## src/rtl/vrc_sqrt.sv

```systemverilog
// vrc_sqrt: pipelined integer square root, one result bit per stage
// depends on nothing; side data rides along with each radicand

module vrc_sqrt #(
  parameter int QW = 22,
  parameter int SW = 8
) (
  input  logic                clk,
  input  logic                rst_n,
  input  logic                en,
  input  logic                in_valid,
  input  logic [2*QW-1:0]     rad,
  input  logic [SW-1:0]       side_i,
  output logic                out_valid,
  output logic [QW-1:0]       root,
  output logic [SW-1:0]       side_o
);

  localparam int RMW = QW + 2;

  logic [QW-1:0]    v_r;
  logic [QW-1:0]    q_r    [QW];
  logic [SW-1:0]    side_r [QW];
  logic [2*QW-1:0]  rad_r  [QW-1];
  logic [RMW-1:0]   rem_r  [QW-1];

  // stage v_r valid chain
  always_ff @(posedge clk) begin
    if (!rst_n) begin
      v_r <= '0;
    end else if (en) begin
      v_r <= {v_r[QW-2:0], in_valid};
    end
  end

  for (genvar k = 0; k < QW; k++) begin : g_stage
    logic [2*QW-1:0] rad_in;
    logic [RMW-1:0]  rem_in;
    logic [QW-1:0]   q_in;
    logic [SW-1:0]   sd_in;
    logic [RMW-1:0]  cur;
    logic [RMW-1:0]  trial;
    logic            take;

    if (k == 0) begin : g_first
      assign rad_in = rad;
      assign rem_in = '0;
      assign q_in   = '0;
      assign sd_in  = side_i;
    end else begin : g_next
      assign rad_in = rad_r[k-1];
      assign rem_in = rem_r[k-1];
      assign q_in   = q_r[k-1];
      assign sd_in  = side_r[k-1];
    end

    // bring down the next two radicand bits and try the new root bit
    always_comb begin
      cur   = {rem_in[RMW-3:0], rad_in[2*QW-1 -: 2]};
      trial = {q_in, 2'b01};
      take  = (cur >= trial);
    end

    always_ff @(posedge clk) begin
      if (en) begin
        q_r[k]    <= {q_in[QW-2:0], take};
        side_r[k] <= sd_in;
      end
    end

    if (k < QW - 1) begin : g_carry
      always_ff @(posedge clk) begin
        if (en) begin
          rad_r[k] <= {rad_in[2*QW-3:0], 2'b00};
          rem_r[k] <= take ? (cur - trial) : cur;
        end
      end
    end
  end

  assign out_valid = v_r[QW-1];
  assign root      = q_r[QW-1];
  assign side_o    = side_r[QW-1];

endmodule

```

## config.mk

```make
export PLATFORM = sky130hd
export DESIGN_NAME = vrc_sqrt
export DESIGN_NICKNAME = d
export VERILOG_FILES = /design/src/rtl/vrc_sqrt.sv
export SDC_FILE = /design/constraint.sdc
export NUM_CORES = 2
export LEC_CHECK = 0
export BUFFER_PORTS_ARGS = -buffer_cell sky130_fd_sc_hd__buf_4
export CORE_ASPECT_RATIO = 0.9
export CORE_UTILIZATION = 60
export CTS_BUF_LIST = sky130_fd_sc_hd__clkbuf_2
export DETAILED_ROUTE_END_ITERATION = 8
export PLACE_DENSITY = 0.78
export SKIP_CTS_REPAIR_TIMING = 1
export SLEW_MARGIN = 20
export SYNTH_ARGS = -nofsm -noshare
export SYNTH_HDL_FRONTEND = slang
export SYNTH_SLANG_ARGS = --single-unit
export TNS_END_PERCENT = 5
```

## constraint.sdc

```tcl
create_clock -name clk -period 3.6 [get_ports clk]
set_clock_uncertainty 0.15 [all_clocks]
set_input_delay 0.36 -clock clk [delete_from_list [all_inputs] [get_ports clk]]
set_output_delay 0.36 -clock clk [all_outputs]
set_load 0.01 [all_outputs]
```

**Word level (Yosys, flattened, before mapping)**

Memory sizes are Yosys's and may differ from the RTL's.
Cells that the tools add are included.

- Register bits: 22
- Bits in writable memories: 2046
- Input bits: 56
- Memories: 4

- Add/sub/neg operators: 21
- Order comparisons: 22
- Mux-type cells: 23

Memory list:

| memory | words | bits a word | rd ports | clocked after memory_dff | write ports | line | RTL |
|---|---|---|---|---|---|---|---|
| rad_r | 21 | 42 | 21 | 0 | 21 | 24 | `logic [2*QW-1:0] rad_r [QW-1];` |
| rem_r | 21 | 24 | 21 | 0 | 21 | 25 | `logic [RMW-1:0] rem_r [QW-1];` |
| q_r | 22 | 22 | 22 | 0 | 22 | 22 | `logic [QW-1:0] q_r [QW];` |
| side_r | 22 | 8 | 22 | 0 | 22 | 23 | `logic [SW-1:0] side_r [QW];` |

Operator list:

| cell | number |
|---|---|
| $ge A24 B24 Y1 | 21 |
| $mux W24 | 21 |
| $sub A24 B24 Y24 | 20 |
| $sub A2 B1 Y3 const B | 1 |
| $ge A2 B1 Y1 const B | 1 |
| $mux W1 | 2 |

**Longest topological paths before layout**

An unclocked memory read counts as a cell.

- Depth in word-level cells: 3
- Depth in mapped cells: 13

**Worst setup path before layout**

No wires, ideal clock.

- Kind: register to register
- Start point: memory rem_r[4][11] in the netlist's numbering
- End point: memory rem_r[5][18] in the netlist's numbering, data pin
- Setup time: 271 ps
- Data arrival time: 2900 ps
- Required time: 3179 ps
- Setup slack: 278 ps
- Cell stages (with the launch flop): 10
- Buffers on the path: 1
- Period minus slack after synthesis: 3322 ps
- Path through: edfxtp_1 -> or4_4 -> or3_4 -> or4_4 -> or3_4 -> nor4_4 -> or4b_2 -> clkbuf_1 -> nor4_1 -> xor2_1

RTL lines:

| what | line |
|---|---|
| from (decl) | 25 |

==> Flow_metrics.wiki <==
{| class="wikitable"
! Metric !! Value
|-
| Run status || completed
|-
| First-pass GRT wire length || 162400 um
|-
| Most used flip-flop cell after synthesis || edfxtp_1
|-
| Area growth syn-to-layout || 12.48%
|-
| Endpoint required time on the critical path || 4.65 ns
|-
| Number of synthesized flops with an enable pin || 1325
|-
| Global placement routability congestion || 0.8895
|-
| GRT Total Usage || 0.2005
|-
| H-tree Lvls || 5
|-
| Detailed-router iteration count before antenna repair || 6
|-
| Reg2Reg Capture Point || rem_r[5][2]
|-
| Total count of max-transition violations in the final report || 0
|-
| Cell Int Power || 0.02625 W
|-
| Switching share of power || 0.2898
|-
| Number of antenna violations at the first check in global routing || 5
|-
| Leakage power figure || 26.19 nW
|-
| Max-slew headroom at the worst pin || 0.3272
|-
| CTS tree || done
|-
| Number of global-route vias before repair || 33640
|-
| Count of distinct cell types in the synthesized netlist || 78
|-
| Hold path start || rad[43]
|-
| Vias after detailed routing || 35030
|-
| Net switching power || 0.01071 W
|-
| Nets@finish || 5161
|-
| Power per cell area || 558.1 nW/um^2
|-
| Signal arrival time at the worst endpoint || 4.50 ns
|-
| Routed vias/inst || 5.535
|-
| Post-layout util || 0.6836
|-
| Buffers from clock root to sink, at most || 4
|-
| Clock Sink Count || 1347
|-
| Top achievable clock speed || 290.3 MHz
|-
| Min-Delay Path Class || in -> reg
|-
| Fin crit share || 0.9569
|-
| Buffers and inverters on the worst path || 1
|-
| Ys async rst share || 0
|-
| Count of endpoints failing hold in the final timing report || 0
|-
| Global routing met1 resource utilization || 0.2812
|-
| Count of nets left with antenna violations after detail routing || 0
|-
| Final instance count without filler cells || 6328
|-
| Slowest stage delay, CP || 0.55 ns
|-
| I/O pin count || 87
|-
| Fin crit period || 3.445 ns
|-
| Synth Area per Inst || 13.91 um^2
|-
| Kind of end point of the critical path || flop
|-
| Max-Cap Viols || 0
|-
| Ys Warns || 0
|-
| Cell taking the most area after synthesis || edfxtp_1
|-
| Share of total power in sequential cells || 0.551
|-
| Post-synthesis sequential area ratio || 0.6831
|-
| Hold Crit Depth || 4
|-
| Chip Width || 332.2 um
|-
| Insertion delay of the later-clocked pin in the worst-skew pair || 1.54 ns
|-
| Proportion of layout cells with a drive suffix above 1 || 0.1512
|-
| Per-cell routed wire length || 16.85 um
|-
| Setup slack of the worst register-to-register path || 0.16 ns
|-
| Area of the core region || 96890 um^2
|-
| Actual transition at the worst max-transition pin || 1.009 ns
|-
| Synth top area cells || edfxtp_1, ha_1, xor2_1, xnor2_1, inv_1
|-
| Area enclosed by the die boundary || 99400 um^2
|-
| Estimated wirelength of the detail-placed design || 67520 um
|-
| Clock transition at path regs || 0.10 ns
|-
| Worst Hold Path EP || q_r[0][0]
|-
| Total congestion overflow after global routing || 0
|-
| Post-synth net total || 4566
|-
| Power share of the clock group || 0.260
|-
| Root buffer cell || clkbuf_2
|-
| Height of the die || 299.2 um
|-
| First DRT Iteration DRCs || 2904
|-
| Worst Setup SP || rem_r[4][10]
|-
| Fraction of post-synthesis cell area in the top cell type by area || 0.6757
|-
| Met2 track utilization from global routing || 0.3060
|-
| Maximum VDD drop || 0.4273 mV
|-
| Comb power frac || 0.190
|-
| Buffers added on ports || 86
|-
| Ordered cell list for the critical path || or4_4 > or3_4 > or4_4 > or3_4 > nor4_4 > and3_4 > buf_12 > o21ai_0
|-
| Post-synthesis instance area || 58890 um^2
|-
| Startpoint type of the worst setup path || flop
|-
| Worst reg2reg startpoint || rem_r[4][10]
|-
| Total placed cells including tap cells || 5590
|-
| Met3 Resource Use GR || 0.04380
|-
| Synthesized instance count || 4234
|-
| Setup TNS || 0 ns
|-
| Maximum fanout encountered on the critical timing path || 14
|-
| Routed Wire Length || 106600 um
|-
| Pin count of the biggest net entering global routing || 112
|-
| RSZ-0062 raised after global routing || false
|-
| Most heavily used metal layer in global routing || met2
|-
| Site row count || 108
|-
| Family with the most delay on the worst path || simple AND/OR/NAND/NOR gates
|-
| Cell depth of the worst flop-to-flop path || 8
|-
| Final-report setup violation count || 0
|-
| Type of the worst setup path || reg -> reg
|-
| FF+latch count, synth || 1347
|-
| Clock buffer count from CTS || 336
|-
| Fillers || 6554
|-
| Initial core utilization || 0.6078
|-
| DRC || 0
|-
| Master of the slowest instance on the critical path || or4_4
|}
stage by stage:
| stage | power, W | hold slack (ns) | setup slack (ns) | cell area, um^2 |
|---|---|---|---|---|
| after global routing | 0.03908 | 0.03018 | 0.01319 | 66230 |
| final | 0.03697 | 0.09630 | 0.1551 | 66240 |
| after floorplan | 0.02526 | 0.2503 | 0.2784 | 58890 |
| after global placement | 0.02714 | 0.2503 | 0.1481 | 61710 |
| after CTS | 0.03692 | -1.402 | -0.02225 | 64520 |
| after detailed placement | 0.02741 | 0.2545 | 0.1582 | 61710 |
worst min-delay path: cells and delay by family:
kind	cells	cell delay [ns]
buf+inv	3	1.18
simple gates	1	0.09
cell usage after synthesis, drive strengths merged (17+ instances only):
library cell and n:
nand2 248, xnor2 155, a21o 78, dfxtp 22, o21a 70, edfxtp 1325, or4 21, mux2i 29
a21oi 243, nand2b 43, xor2 174, o31ai 29, o21ai 221, and3 28, inv 340, and2 17
nor2b 67, nor2 221, nand4 35, ha 276, a31oi 20, clkbuf 66, nor4 46, nor3 92
or3 50, mux2 47, nand3 62
state kept, by name, summed over array words and instances, names as in the netlist:
| name | cells |
|---|---|
| rad_r | 462 |
| side_r | 176 |
| v_r | 22 |
| q_r | 253 |
| rem_r | 434 |
power by group through the flow:
stage | clock, W | sequential, W | combinational (W)
3_3_place_gp | 0 | 0.0206 | 0.00649
6_report | 0.00960 | 0.0204 | 0.00701
3_5_place_dp | 0 | 0.0207 | 0.00670
4_1_cts | 0.00982 | 0.0203 | 0.00675
5_1_grt | 0.0107 | 0.0205 | 0.00781
2_1_floorplan | 0 | 0.0204 | 0.00491
routing by layer:
layer  vias up  part of all wire
li1      17110                 -
met1     16590              0.45
met2      1072              0.46
met3       251             0.059
met4         4             0.028
met5         -           0.00022
cells by family after synthesis:
family,Yosys count,synth area share
xor+xnor,329,0.04893
buf+inv,417,0.02703
simple gates,988,0.08439
compound gates,800,0.08388
flops,1347,0.6831
mux,76,0.01392
other cells,1,0.00006368
fa+ha+maj,276,0.05864
final cells by class:
cell class                 count  area, um^2  area share
antenna                        5       12.51   0.0001889
clock buffer                 488        2442     0.03687
clock inverter                79       375.4    0.005667
inverter                     341        1280     0.01932
multi-input combinational   2470       17120      0.2585
sequential                  1347       40230      0.6074
tap                         1265        1583     0.02390
timing repair buffer         333        3191     0.04817
cell usage in the layout, fill, tap and decap left out, types with 15 or more instances in the layout:
| master | count |
|---|---|
| mux2i_1 | 29 |
| dfxtp_1 | 22 |
| buf_12 | 19 |
| a21oi_1 | 243 |
| o21bai_1 | 16 |
| o21ai_0 | 219 |
| xor2_1 | 174 |
| ha_1 | 276 |
| dlygate4sd3_1 | 165 |
| nand3_1 | 62 |
| a21o_1 | 78 |
| edfxtp_1 | 1325 |
| nor4_1 | 44 |
| nand2_1 | 248 |
| nand4_1 | 35 |
| buf_4 | 147 |
| o21a_1 | 70 |
| and3_1 | 27 |
| or3_1 | 46 |
| clkbuf_2 | 488 |
| and2_1 | 16 |
| o31ai_1 | 29 |
| nor2b_1 | 67 |
| mux2_2 | 47 |
| or4_1 | 19 |
| nand2b_1 | 43 |
| a211oi_1 | 15 |
| inv_1 | 340 |
| clkinv_1 | 62 |
| xnor2_1 | 155 |
| a31oi_1 | 19 |
| nor2_1 | 221 |
| nor3_1 | 92 |
worst max-delay path by stage:
| stage | end | slack (ns) | cells past startpoint |
|---|---|---|---|
| 3_3_place_gp | rem_r[15][6] | 0.15 | 9 |
| 6_report | rem_r[5][2] | 0.16 | 8 |
| 3_5_place_dp | rem_r[15][6] | 0.16 | 9 |
| 2_1_floorplan | rem_r[5][18] | 0.28 | 9 |
| 5_1_grt | rem_r[16][14] | 0.01 | 10 |
| 4_1_cts | rem_r[15][10] | -0.02 | 9 |
Power figures use the tool's default switching activity.
